File: config.mk
export PLATFORM = sky130hd
export DESIGN_NAME = wav_pcm16_stream_parser
export DESIGN_NICKNAME = d
export VERILOG_FILES = /design/src/design/wav_pkg.sv /design/src/design/wav_pcm16_stream_parser.sv /design/src/design/wav_front.sv /design/src/design/wav_cmd_fifo.sv /design/src/design/wav_back.sv
export SDC_FILE = /design/constraint.sdc
export NUM_CORES = 1
export LEC_CHECK = 0
export BUFFER_PORTS_ARGS = -buffer_cell sky130_fd_sc_hd__buf_4
export CORE_UTILIZATION = 55
export DETAILED_ROUTE_END_ITERATION = 10
export PLACE_DENSITY = 0.75
export SETUP_SLACK_MARGIN = 0.05
export SLEW_MARGIN = 10
export SYNTH_ARGS = -nofsm -noshare
export SYNTH_HDL_FRONTEND = slang
export SYNTH_SLANG_ARGS = --single-unit
File: constraint.sdc
create_clock -name clk -period 6.6 [get_ports clk]
set_input_delay 0.66 -clock clk [delete_from_list [all_inputs] [get_ports clk]]
set_output_delay 0.66 -clock clk [all_outputs]
set_load 0.02 [all_outputs]
File: src/design/wav_pkg.sv
// ----------------------------------------------------------------------------
// WAV parser package
// Shared types, tag constants and the command word between front and back.
// ----------------------------------------------------------------------------
package wav_pkg;

  localparam logic [31:0] TAG_RIFF = 32'h52494646;
  localparam logic [31:0] TAG_WAVE = 32'h57415645;
  localparam logic [31:0] TAG_FMT  = 32'h666D7420;
  localparam logic [31:0] TAG_DATA = 32'h64617461;

  localparam logic [27:0] TOTAL_MAX      = 28'hFFFFFFF;
  localparam logic [27:0] MIN_FILE_BYTES = 28'd44;
  localparam logic [31:0] FMT_BODY_BYTES = 32'd16;

  localparam logic [31:0] RATE_RESET     = 32'd16000;
  localparam logic [26:0] MAX_BYTES_RESET = 27'd100663296;

  localparam int CMD_DEPTH_DEF = 4;

  localparam logic [2:0] ST_OK       = 3'd0;
  localparam logic [2:0] ST_SHORT    = 3'd1;
  localparam logic [2:0] ST_LONG     = 3'd2;
  localparam logic [2:0] ST_TAGS     = 3'd3;
  localparam logic [2:0] ST_FORMAT   = 3'd4;
  localparam logic [2:0] ST_NOSAMPLE = 3'd5;

  localparam logic KIND_SAMPLE = 1'b0;
  localparam logic KIND_STATUS = 1'b1;

  localparam logic CFG_EXPECTED_RATE  = 1'b0;
  localparam logic CFG_MAX_FILE_BYTES = 1'b1;

  typedef struct packed {
    logic [7:0] data_byte;
    logic       final_byte;
  } in_item_t;

  typedef struct packed {
    logic               item_kind;
    logic signed [15:0] sample_value;
    logic [2:0]         status_code;
    logic               run_end;
  } out_item_t;

  // Work handed from the parser to the result stage.
  typedef struct packed {
    logic        has_sample;
    logic [15:0] sample;
    logic        has_status;
    logic [2:0]  status;
  } cmd_t;

endpackage

File: src/design/wav_pcm16_stream_parser.sv
// ----------------------------------------------------------------------------
// WAV PCM16 stream parser
// Parses a RIFF/WAVE byte stream into Q1.15 samples and an end-of-file status.
// ----------------------------------------------------------------------------
// channel  direction  handshake        payload
// in_      input      push / full      data_byte, final_byte
// out_     output     empty / pop      item_kind, sample_value, status_code, run_end
// cfg_     input      valid / ready    index (0 rate, 1 max bytes), data
//
// One byte per cycle is accepted while the queue is not full; the parser updates
// its state in that cycle and places a command in a queue of CmdDepth entries.
// A byte that yields a sample and a status takes two output pops. full rises
// only when that queue is full. Reset is synchronous; cfg_ready is always high.
module wav_pcm16_stream_parser #(
  parameter int CmdDepth = wav_pkg::CMD_DEPTH_DEF
) (
  input  logic               clk,
  input  logic               rst_n,
  input  logic               push,
  output logic               full,
  input  wav_pkg::in_item_t  in_item,
  output logic               empty,
  input  logic               pop,
  output wav_pkg::out_item_t out_item,
  input  logic               cfg_valid,
  output logic               cfg_ready,
  input  logic               cfg_index,
  input  logic [31:0]        cfg_data
);

  logic [31:0]   rate_r;
  logic [26:0]   maxb_r;
  logic          accept;
  wav_pkg::cmd_t fcmd, qcmd;
  logic          q_empty, q_pop;

  assign cfg_ready = 1'b1;
  assign accept    = push && !full;

  always_ff @(posedge clk) begin
    if (!rst_n) begin
      rate_r <= wav_pkg::RATE_RESET;
      maxb_r <= wav_pkg::MAX_BYTES_RESET;
    end else if (cfg_valid) begin
      unique case (cfg_index)
        wav_pkg::CFG_EXPECTED_RATE:  rate_r <= cfg_data;
        wav_pkg::CFG_MAX_FILE_BYTES: maxb_r <= cfg_data[26:0];
        default: ;
      endcase
    end
  end

  wav_front u_front (
    .clk(clk), .rst_n(rst_n), .byte_valid(accept), .byte_in(in_item),
    .expected_rate(rate_r), .max_file_bytes(maxb_r), .cmd(fcmd)
  );

  wav_cmd_fifo #(.Depth(CmdDepth)) u_fifo (
    .clk(clk), .rst_n(rst_n), .wr_en(accept), .wr_data(fcmd), .full(full),
    .rd_en(q_pop), .rd_data(qcmd), .empty(q_empty)
  );

  wav_back u_back (
    .clk(clk), .rst_n(rst_n), .cmd_empty(q_empty), .cmd(qcmd), .cmd_pop(q_pop),
    .out_item(out_item), .out_empty(empty), .out_pop(pop)
  );

endmodule

File: src/design/wav_front.sv
// ----------------------------------------------------------------------------
// WAV parser front
// Walks the RIFF structure byte by byte and turns each byte into a command.
// ----------------------------------------------------------------------------
module wav_front (
  input  logic              clk,
  input  logic              rst_n,
  input  logic              byte_valid,
  input  wav_pkg::in_item_t byte_in,
  input  logic [31:0]       expected_rate,
  input  logic [26:0]       max_file_bytes,
  output wav_pkg::cmd_t     cmd
);

  typedef enum logic [5:0] {
    PH_HEADER = 6'b000001,
    PH_CHUNK  = 6'b000010,
    PH_FMT    = 6'b000100,
    PH_SKIP   = 6'b001000,
    PH_DATA   = 6'b010000,
    PH_DONE   = 6'b100000
  } phase_t;

  phase_t      phase_r, phase_nxt;
  logic [27:0] total_r, total_nxt;
  logic [4:0]  idx_r, idx_nxt;
  logic [31:0] tag_r, tag_nxt;
  logic [31:0] clen_r, clen_nxt;
  logic [32:0] left_r, left_nxt;
  logic [15:0] fcode_r, fcode_nxt;
  logic [15:0] chan_r, chan_nxt;
  logic [31:0] rate_r, rate_nxt;
  logic [15:0] bits_r, bits_nxt;
  logic        fseen_r, fseen_nxt;
  logic [7:0]  low_r, low_nxt;
  logic        etag_r, etag_nxt;
  logic        efmt_r, efmt_nxt;
  logic        any_r, any_nxt;

  logic [7:0]  b;
  logic [31:0] tag_sh;
  logic [31:0] clen_w;
  logic [32:0] padded;
  logic [32:0] fmt_rest;
  logic [32:0] left_dec;

  always_comb begin
    b        = byte_in.data_byte;
    tag_sh   = {tag_r[23:0], b};
    clen_w   = {b, clen_r[31:8]};
    padded   = {1'b0, clen_w} + {32'd0, clen_w[0]};
    fmt_rest = {1'b0, clen_r} - {1'b0, wav_pkg::FMT_BODY_BYTES} + {32'd0, clen_r[0]};
    left_dec = left_r - 33'd1;

    phase_nxt = phase_r; idx_nxt = idx_r; tag_nxt = tag_r; clen_nxt = clen_r;
    left_nxt = left_r; fcode_nxt = fcode_r; chan_nxt = chan_r; rate_nxt = rate_r;
    bits_nxt = bits_r; fseen_nxt = fseen_r; low_nxt = low_r; etag_nxt = etag_r;
    efmt_nxt = efmt_r; any_nxt = any_r;
    total_nxt = (total_r < wav_pkg::TOTAL_MAX) ? total_r + 28'd1 : total_r;
    cmd = '0;

    unique case (phase_r)
      PH_HEADER: begin
        tag_nxt = tag_sh;
        if (idx_r == 5'd3 && tag_sh != wav_pkg::TAG_RIFF) begin
          etag_nxt = 1'b1; phase_nxt = PH_DONE;
        end else if (idx_r == 5'd11) begin
          if (tag_sh != wav_pkg::TAG_WAVE) begin
            etag_nxt = 1'b1; phase_nxt = PH_DONE;
          end else begin
            phase_nxt = PH_CHUNK; idx_nxt = '0;
          end
        end else begin
          idx_nxt = idx_r + 5'd1;
        end
      end
      PH_CHUNK: begin
        // The length arrives low byte first, so shift it in from the top.
        if (idx_r < 5'd4) tag_nxt = tag_sh;
        else clen_nxt = clen_w;
        if (idx_r >= 5'd7) begin
          idx_nxt = '0;
          if (tag_r == wav_pkg::TAG_FMT) begin
            if (clen_w < wav_pkg::FMT_BODY_BYTES) begin
              efmt_nxt = 1'b1; phase_nxt = PH_DONE;
            end else begin
              phase_nxt = PH_FMT;
            end
          end else if (tag_r == wav_pkg::TAG_DATA && fseen_r) begin
            if (fcode_r != 16'd1 || chan_r != 16'd1 || rate_r != expected_rate ||
                bits_r != 16'd16) begin
              efmt_nxt = 1'b1; phase_nxt = PH_DONE;
            end else if (clen_w < 32'd2) begin
              phase_nxt = PH_DONE;
            end else begin
              left_nxt = {1'b0, clen_w}; phase_nxt = PH_DATA;
            end
          end else begin
            if (padded == 33'd0) begin
              phase_nxt = PH_CHUNK;
            end else begin
              left_nxt = padded;
              phase_nxt = PH_SKIP;
            end
          end
        end else begin
          idx_nxt = idx_r + 5'd1;
        end
      end
      PH_FMT: begin
        unique case (idx_r)
          5'd0:  fcode_nxt = {8'd0, b};
          5'd1:  fcode_nxt = {b, fcode_r[7:0]};
          5'd2:  chan_nxt = {8'd0, b};
          5'd3:  chan_nxt = {b, chan_r[7:0]};
          5'd4:  rate_nxt = {24'd0, b};
          5'd5:  rate_nxt = {16'd0, b, rate_r[7:0]};
          5'd6:  rate_nxt = {8'd0, b, rate_r[15:0]};
          5'd7:  rate_nxt = {b, rate_r[23:0]};
          5'd14: bits_nxt = {8'd0, b};
          5'd15: bits_nxt = {b, bits_r[7:0]};
          default: ;
        endcase
        if (idx_r >= 5'd15) begin
          fseen_nxt = 1'b1; idx_nxt = '0;
          if (fmt_rest == 33'd0) begin
            phase_nxt = PH_CHUNK;
          end else begin
            left_nxt = fmt_rest; phase_nxt = PH_SKIP;
          end
        end else begin
          idx_nxt = idx_r + 5'd1;
        end
      end
      PH_SKIP: begin
        left_nxt = left_dec;
        if (left_dec == 33'd0) begin
          phase_nxt = PH_CHUNK; idx_nxt = '0;
        end
      end
      PH_DATA: begin
        left_nxt = left_dec;
        if (!idx_r[0]) begin
          low_nxt = b; idx_nxt = 5'd1;
        end else begin
          cmd.has_sample = 1'b1;
          cmd.sample = {b, low_r};
          any_nxt = 1'b1; idx_nxt = '0;
          if (left_dec < 33'd2) phase_nxt = PH_DONE;
        end
      end
      PH_DONE: ;
      default: ;
    endcase

    if (byte_in.final_byte) begin
      cmd.has_status = 1'b1;
      priority if (total_nxt < wav_pkg::MIN_FILE_BYTES) cmd.status = wav_pkg::ST_SHORT;
      else if (total_nxt > {1'b0, max_file_bytes}) cmd.status = wav_pkg::ST_LONG;
      else if (etag_nxt) cmd.status = wav_pkg::ST_TAGS;
      else if (efmt_nxt) cmd.status = wav_pkg::ST_FORMAT;
      else if (!any_nxt) cmd.status = wav_pkg::ST_NOSAMPLE;
      else cmd.status = wav_pkg::ST_OK;
    end
  end

  always_ff @(posedge clk) begin
    if (!rst_n) begin
      phase_r <= PH_HEADER; total_r <= '0; idx_r <= '0; tag_r <= '0; clen_r <= '0;
      left_r <= '0; fcode_r <= '0; chan_r <= '0; rate_r <= '0; bits_r <= '0;
      fseen_r <= 1'b0; low_r <= '0; etag_r <= 1'b0; efmt_r <= 1'b0; any_r <= 1'b0;
    end else if (byte_valid) begin
      if (byte_in.final_byte) begin
        phase_r <= PH_HEADER; total_r <= '0; idx_r <= '0; tag_r <= '0;
        clen_r <= '0; left_r <= '0; fcode_r <= '0; chan_r <= '0; rate_r <= '0;
        bits_r <= '0; fseen_r <= 1'b0; low_r <= '0; etag_r <= 1'b0;
        efmt_r <= 1'b0; any_r <= 1'b0;
      end else begin
        phase_r <= phase_nxt; total_r <= total_nxt; idx_r <= idx_nxt;
        tag_r <= tag_nxt; clen_r <= clen_nxt; left_r <= left_nxt;
        fcode_r <= fcode_nxt; chan_r <= chan_nxt; rate_r <= rate_nxt;
        bits_r <= bits_nxt; fseen_r <= fseen_nxt; low_r <= low_nxt;
        etag_r <= etag_nxt; efmt_r <= efmt_nxt; any_r <= any_nxt;
      end
    end
  end

endmodule

File: src/design/wav_cmd_fifo.sv
// ----------------------------------------------------------------------------
// WAV parser command queue
// Short FIFO between the parser and the result stage.
// ----------------------------------------------------------------------------
module wav_cmd_fifo #(
  parameter int Depth = wav_pkg::CMD_DEPTH_DEF
) (
  input  logic          clk,
  input  logic          rst_n,
  input  logic          wr_en,
  input  wav_pkg::cmd_t wr_data,
  output logic          full,
  input  logic          rd_en,
  output wav_pkg::cmd_t rd_data,
  output logic          empty
);

  localparam int AW = (Depth > 1) ? $clog2(Depth) : 1;

  wav_pkg::cmd_t mem_r [Depth];
  logic [AW-1:0] wp_r, rp_r;
  logic [AW:0]   cnt_r;

  assign full    = (cnt_r == (AW+1)'(Depth));
  assign empty   = (cnt_r == '0);
  assign rd_data = mem_r[rp_r];

  always_ff @(posedge clk) begin
    if (wr_en) mem_r[wp_r] <= wr_data;
  end

  always_ff @(posedge clk) begin
    if (!rst_n) begin
      wp_r <= '0; rp_r <= '0; cnt_r <= '0;
    end else begin
      if (wr_en) wp_r <= (wp_r == AW'(Depth - 1)) ? '0 : wp_r + AW'(1);
      if (rd_en) rp_r <= (rp_r == AW'(Depth - 1)) ? '0 : rp_r + AW'(1);
      cnt_r <= cnt_r + (AW+1)'(wr_en) - (AW+1)'(rd_en);
    end
  end

endmodule

File: src/design/wav_back.sv
// ----------------------------------------------------------------------------
// WAV parser back
// Expands each command into zero, one or two result items.
// ----------------------------------------------------------------------------
module wav_back (
  input  logic               clk,
  input  logic               rst_n,
  input  logic               cmd_empty,
  input  wav_pkg::cmd_t      cmd,
  output logic               cmd_pop,
  output wav_pkg::out_item_t out_item,
  output logic               out_empty,
  input  logic               out_pop
);

  logic sent_r; // sample of the head command already delivered

  logic need_sample;

  always_comb begin
    need_sample = cmd.has_sample && !sent_r;
    out_empty   = cmd_empty || (!need_sample && !cmd.has_status);
    out_item    = '0;
    if (need_sample) begin
      out_item.item_kind    = wav_pkg::KIND_SAMPLE;
      out_item.sample_value = cmd.sample;
      out_item.run_end      = !cmd.has_status;
    end else begin
      out_item.item_kind   = wav_pkg::KIND_STATUS;
      out_item.status_code = cmd.status;
      out_item.run_end     = 1'b1;
    end
    // Empty commands retire on their own; otherwise the last item retires.
    cmd_pop = !cmd_empty && ((!need_sample && !cmd.has_status) ||
              (out_pop && out_item.run_end));
  end

  always_ff @(posedge clk) begin
    if (!rst_n) begin
      sent_r <= 1'b0;
    end else if (cmd_pop) begin
      sent_r <= 1'b0;
    end else if (!out_empty && out_pop && need_sample) begin
      sent_r <= 1'b1;
    end
  end

endmodule

==> impl_metrics.ini, run 1 <==
[die]
boundaryPins = 71
die_area_um2 = 38000
initial_core_util_pct = 55.9
fp-row-count = 70
die_w_um = 195
dieHeight_um = 195
core_area_um2 = 36600

[drt]
first_pass_iters = 5
num_vias = 17700
via_per_inst = 6.25
wire_per_inst_um = 19.4
drt_iter0_markers = 2020
drt_wl_total_um = 54900
route.detailed.drc = 0
drtAntennaViolNets = 0

[status]
outcome = complete, no violations

[setup_path]
r2r_slack_ns = 1.93
crit_fanout = 7
cp-end-kind = flop
cp-start-kind = flop
cp_data_arrival_time_ns = 5.03
crit_required_ns = 6.96
path_class = reg -> reg

[layout]
n_antenna_cell = 0
fill_cells = 3169
stdcell_area_um2 = 22400
area_delta_synth_final_pct = 9.61
nets = 2433
drive_gt1_share_pct = 8.23
fin_util_pct = 61.3

[synth]
synth-seq-cells = 381
synth_edf_count = 84
yosysSeqAreaShare_pct = 41.4
netlist_area_um2 = 20500
synth_flop_cell = dfxtp_1
yosys.cell_types.count = 81
syn_avg_cell_area_um2 = 8.53
netlist_instances = 2399
synth_fp_nets = 2493
synthArstFlopShare_pct = 0
yosys_warnings = 0

[sta]
setup_viol = 0
fin_tns_setup_ns = 0
setup_slack_ns = 1.93
layout_worst_path_cycle_share_pct = 70.8
finClkSkew_ns = 0.0325
timing.fmax_mhz = 214
tightest_slew_ns = 1.16
slew_violations = 0
rsz0062_at_grt = no
finalCriticalPeriod_ns = 4.67
max_slew_margin_pct = 22.0
hold_violations = 0

[placement]
hpwl_um = 37200
dpl_worst_slack_ns = 2.01
port_buffers = 69
dpl_cell_area_um2 = 21000
gp_congestion = 0.949

[clocking]
numCtsBuffers = 41
postCtsSetupBuffers = 0
cts_hold_buf = 0
cts_root_buf = clkbuf_16
clock_latency_ns = 0.59
cts_tree = built
clk_pin_slew_ns = 0.06
clock_sinks = 381
ctsHtreeMaxLevel = 2
ctsLongestPathBuffers = 3
postCtsResizedCells = 0

[worst_hold_path]
hold_class = in -> reg

[power_and_ir_drop]
ir_drop_uv = 181
p_leak_nw = 8.26
powerDensity_nw_per_um2 = 265

[global_route]
grt_first_pass_wirelength_um = 88300
gr-usage-all-layers_pct = 28.6
gr-total-overflow = 0
grt_max_degree = 85
grt_pass1_vias = 16400
antenna_found_initial = 0

[flow_run]
cap_violations = 0
## kinds of logic after synthesis
group,Yosys count,share of synthesized area (%)
flip-flops,381,41.4
AND/OR/NAND/NOR,1017,24.3
AO/OA/AOI/OAI,480,15.3
multiplexers,72,4.80
adder cells (fa/ha/maj),47,2.91
buffers and inverters,242,4.55
XOR/XNOR,159,6.80
other,1,0.0183
## routing by layer
metal,track usage [%],routed length (um),vias up
li1,-,-,8484
met1,40.7,24900,8416
met2,44.4,24400,703
met3,4.42,3950,123
met4,9.57,1620,0
met5,0,0,-
## metrics by stage
stage / std cells / power [W] / hold WS [ns]
floorplan: 2399 / 0.00326 / 0.431
global placement: 2764 / 0.00356 / 0.443
detailed placement: 2764 / 0.00358 / 0.447
CTS: 2837 / 0.00598 / 0.291
global route: 2837 / 0.00617 / 0.317
finish: 2837 / 0.00594 / 0.319
## placed cells by master (no fill, tap or decap), types with 18 or more instances in the layout
cell / n
a21oi_1: 130
a22oi_1: 157
and2_1: 33
and3_1: 25
buf_4: 87
clkbuf_16: 42
dfxtp_1: 297
edfxtp_1: 84
ha_1: 46
inv_1: 51
mux2i_1: 51
mux4_2: 21
nand2_1: 264
nand3_1: 59
nand4_1: 57
nor2_1: 300
nor2b_1: 26
nor3_1: 72
nor4_1: 36
o21ai_0: 54
o21ai_1: 18
o22ai_1: 20
or3_1: 35
or4_1: 26
xnor2_1: 107
xor2_1: 52
## cell type report
class / instances / area [um^2] / area share (%)
timing repair buffer: 87 / 653 / 2.91
multi-input combinational: 1776 / 11100 / 49.5
tap: 468 / 586 / 2.61
clock buffer: 56 / 1160 / 5.19
sequential: 381 / 8470 / 37.7
inverter: 52 / 200 / 0.892
clock inverter: 17 / 258 / 1.15
## worst max-delay path, cell delays in order, from the launching register on
cell and delay, ns:
dfxtp_1 0.44, ha_1 0.26, nand2_1 0.17, or4_1 0.70, nor3_1 0.63, nor2_1 0.27
nand3_1 0.16, xnor2_1 0.10, ha_1 0.31, nand4_1 0.07, or2_2 0.33, nor2_1 0.12
and3_1 0.18, a21oi_1 0.07, o31ai_1 0.07, nand2_1 0.11, o21bai_1 0.17, a21oi_1 0.28
## cells in the mapped netlist, types with 5 or more instances
cell      instances  area share, %
nor2_1          300            5.5
dfxtp_1         297             29
nand2_1         264            4.8
clkbuf_1        165            3.0
a22oi_1         157            5.8
a21oi_1         130            3.2
xnor2_1         107            4.6
edfxtp_1         84             12
nor3_1           75            1.8
nand3_1          59            1.4
nand4_1          57            1.7
o21ai_0          54            1.3
xor2_1           52            2.2
inv_1            51           0.94
mux2i_1          51            2.5
ha_1             46            2.8
nor4_1           37            1.1
or3_1            35            1.1
and2_1           33            1.0
nor2b_1          28           0.86
or4_1            26           0.95
and3_1           25           0.76
mux4_2           21            2.3
o22ai_1          20           0.61
o21ai_1          19           0.46
nand2b_1         16           0.49
buf_1            14           0.26
a31oi_1          11           0.34
nor4b_1          11           0.47
o211ai_1         11           0.40
a21o_1           10           0.37
o21a_1            9           0.33
buf_2             8           0.20
nor3b_1           8           0.29
o31ai_1           8           0.29
or2_2             6           0.18
a211o_1           5           0.21
a211oi_1          5           0.18
and4_1            5           0.21
o221ai_1          5           0.21
## power by group
part / internal [W] / total, W / switching, W
Combinational: 0.000397 / 0.00101 / 0.000612
Sequential: 0.00247 / 0.00253 / 0.0000505
Clock: 0.00144 / 0.00240 / 0.000963
## state kept, by name, indices dropped and copies added (netlist names), 5 cells and up, named ones only
register and cells:
u_fifo.mem_r 84, u_front.idx_r 5, u_front.fcode_r 16, u_front.phase_r 6, u_front.clen_r 32, u_front.chan_r 16, u_front.left_r 33, u_front.total_r 28
maxb_r 27, u_front.rate_r 32, u_front.bits_r 16, rate_r 32, u_front.tag_r 32, u_front.low_r 8
## path summary, 6_finish.rpt
check	cells past startpoint	to	startpoint
max	17	u_fifo.mem_r[2][0]	u_front.total_r[0]
min reg2reg	2	maxb_r[3]	maxb_r[3]
max reg2reg	17	u_fifo.mem_r[2][0]	u_front.total_r[0]
min	3	rate_r[9]	cfg_data[9]
(Power assumes the default switching activity.)
==> run 2, diff against run 1 <==
- ABC_AREA: unset -> 1
- PLACE_DENSITY: 0.75 -> 0.78
- clock period: 6.6 -> 3.86 ns (I/O delays scaled with it)
==> run 2 against run 1 <==
  * Die area up 6.8%
  * Clock skew is 0.0090 ns lower
  * Utilization grew 1.1 points
  * Sequential cell count is the same
  * Routed wire length grew 35%
  * Count of clock-buffer cells in the layout up 2
  * Synthesized area is 6.9% higher
  * Critical endpoint is now u_fifo.mem_r[0][2]
==> impl_metrics.ini, run 2 <==
[synth]
synth-seq-cells = 381
netlist_area_um2 = 21900
synth_flop_cell = dfxtp_1
synth_top_area_share_pct = 27.2
synth_fp_nets = 3414
yosys_warnings = 0
synthArstFlopShare_pct = 0
yosysSeqAreaShare_pct = 38.7
yosys.cell_types.count = 53
syn_avg_cell_area_um2 = 6.59
netlist_instances = 3320
synth_edf_count = 84
ys_top_cells_by_area = dfxtp_1, nand2_1, edfxtp_1
yosysTopAreaCell = dfxtp_1
yosys-top-cells-count = nand2_1, nor2_1, inv_1
yosysMostFrequentCell = nand2_1

[sta]
finClkSkew_ns = 0.0235
layout_worst_path_cycle_share_pct = 87.3
slew_violations = 0
hold_violations = 0
finalCriticalPeriod_ns = 3.37
tightest_slew_ns = 1.07
rsz0062_at_grt = no
setup_viol = 0
timing.fmax_mhz = 297
fin_tns_setup_ns = 0
max_slew_margin_pct = 28.1

[drt]
drt_iter0_markers = 2005
wire_per_inst_um = 19.0
wl_met3_um = 5980
route.detailed.drc = 0
num_vias = 22100
drtAntennaViolNets = 0
via_per_inst = 5.70
drt-met1-wl_um = 29600
top_layer_used = met4
first_pass_iters = 6
drt_wl_total_um = 73900
wl_met2_um = 34500

[clocking]
cts_tree = built
numCtsBuffers = 41
cts_root_buf = clkbuf_16
cts_hold_buf = 0
postCtsResizedCells = 0
clk_pin_slew_ns = 0.06
postCtsSetupBuffers = 0
ctsLongestPathBuffers = 3
clock_sinks = 381
clock_latency_ns = 0.60
ctsHtreeMaxLevel = 2

[layout]
largest_reg_flops = 84
n_antenna_cell = 0
stdcell_area_um2 = 24300
area_delta_synth_final_pct = 11.0
final-instance-count-excl-fill = 3884
largest_registers = u_fifo.mem_r (84), u_front.left_r (33)
final_common_cell = nand2_1
final_cell_mix = nand2_1, nor2_1, inv_1, dfxtp_1, a21oi_1
drive_gt1_share_pct = 7.43
largest-register = u_fifo.mem_r
nets = 3427

[global_route]
grt_max_degree = 94
antenna_found_initial = 0
gr-total-overflow = 0
gr-usage-all-layers_pct = 36.2
grt_first_pass_wirelength_um = 114000
grt_pass1_vias = 20800

[die]
die_area_um2 = 40600
core_area_um2 = 38900
dieHeight_um = 201
boundaryPins = 71
die_w_um = 201
initial_core_util_pct = 56.2
fp-row-count = 72

[placement]
gp_congestion = 1.02
dpl_cell_area_um2 = 22800
dp_cells = 3808
hpwl_um = 55300
port_buffers = 69

[flow_run]
cap_violations = 0

[setup_path]
crit_fanout = 11
cp_data_arrival_time_ns = 3.76
crit_required_ns = 4.25
cp-end-kind = flop
path_class = reg -> reg
cp-start-kind = flop

[power_and_ir_drop]
p_leak_nw = 10.4
powerDensity_nw_per_um2 = 552
ir_drop_uv = 384

[worst_hold_path]
hold_class = in -> reg

[status]
outcome = complete, no violations
-- run 2: cell types whose count changed in the layout (fill, tap and decap cells not counted), moves of 36 or more --
cell / before / now
a21oi_1: 130 / 259
nor2_1: 300 / 563
o21ai_0: 54 / 205
nand2_1: 264 / 922
a22oi_1: 157 / 2
nand3_1: 59 / 160
mux2i_1: 51 / 0
nor3_1: 72 / 36
inv_1: 51 / 298
xnor2_1: 107 / 24
-- run 2: path summary, 6_finish.rpt --
check | cells after the start | end | slack (ns) | startpoint
worst max-delay path | 19 | u_fifo.mem_r[0][2] | 0.49 | u_front.total_r[1]
worst min-delay path | 3 | rate_r[30] | 0.01 | cfg_data[30]
worst max register to register | 19 | u_fifo.mem_r[0][2] | 0.49 | u_front.total_r[1]
worst min register to register | 2 | u_front.fcode_r[9] | 0.46 | u_front.fcode_r[9]
-- run 2: layout make-up --
| cell class | instances | area [um^2] |
|---|---|---|
| fill | 3632 | 14600 |
| clock buffer | 58 | 1220 |
| timing repair buffer | 116 | 896 |
| tap | 518 | 648 |
| multi-input combinational | 2480 | 11600 |
| clock inverter | 18 | 274 |
| sequential | 381 | 8470 |
| inverter | 313 | 1180 |
-- run 2: layer usage --
layer / vias to the layer above / GRT usage (%)
li1: 10800 / -
met1: 10200 / 44.9
met2: 934 / 60.8
met3: 203 / 5.52
met4: 0 / 18.5
met5: - / 0
-- run 2: power breakdown --
| part | switching (W) | internal, W | leakage, nW | total, W |
|---|---|---|---|---|
| Combinational | 0.00311 | 0.00129 | 6.45 | 0.00440 |
| Sequential | 0.000273 | 0.00441 | 3.21 | 0.00468 |
| Clock | 0.00174 | 0.00257 | 0.733 | 0.00431 |
| Total | 0.00512 | 0.00827 | 10.4 | 0.0134 |
-- run 2: critical path, stage by stage (launching register included) --
cell and delay [ns]:
dfxtp_1 0.35, ha_1 0.21, and3_1 0.22, nand3_1 0.13, inv_1 0.06, nand2_1 0.26
mux2_2 0.41, ha_1 0.30, a21oi_1 0.19, o31ai_1 0.09, nand2_1 0.06, nand4_1 0.09
nand2_1 0.08, nand3_1 0.07, nand2_1 0.08, nand2_1 0.07, nand2_1 0.06, and3_1 0.17
nand2_1 0.05, nor2_1 0.23
-- run 2: per-stage QoR --
stage | worst slack, ns | util [%] | total power, W | hold slack, ns
after detailed placement | 0.566 | 58.5 | 0.00907 | 0.452
after CTS | 0.550 | 62.4 | 0.0134 | 0.000876
after global routing | 0.109 | 62.4 | 0.0140 | 0.0273
after floorplan | 0.718 | - | 0.00757 | 0.435
final | 0.490 | 62.4 | 0.0134 | 0.0136
after global placement | 0.606 | 58.5 | 0.00897 | 0.446
-- run 2: kinds of logic (layout without fill, tap and decap cells) --
logic type                 count (synthesis)  in the layout  synth area share [%]
AOI/OAI and AO/OA                        537            537                  13.0
xor gates and xnor gates                  68             68                  2.72
adders and majority gates                 47             47                  2.72
buffers and inverters                    459            505                  8.38
DFF                                      381            381                  38.7
muxes                                      1              1                0.0515
other                                      1              1                0.0171
and+or+nand+nor                         1826           1826                  34.4
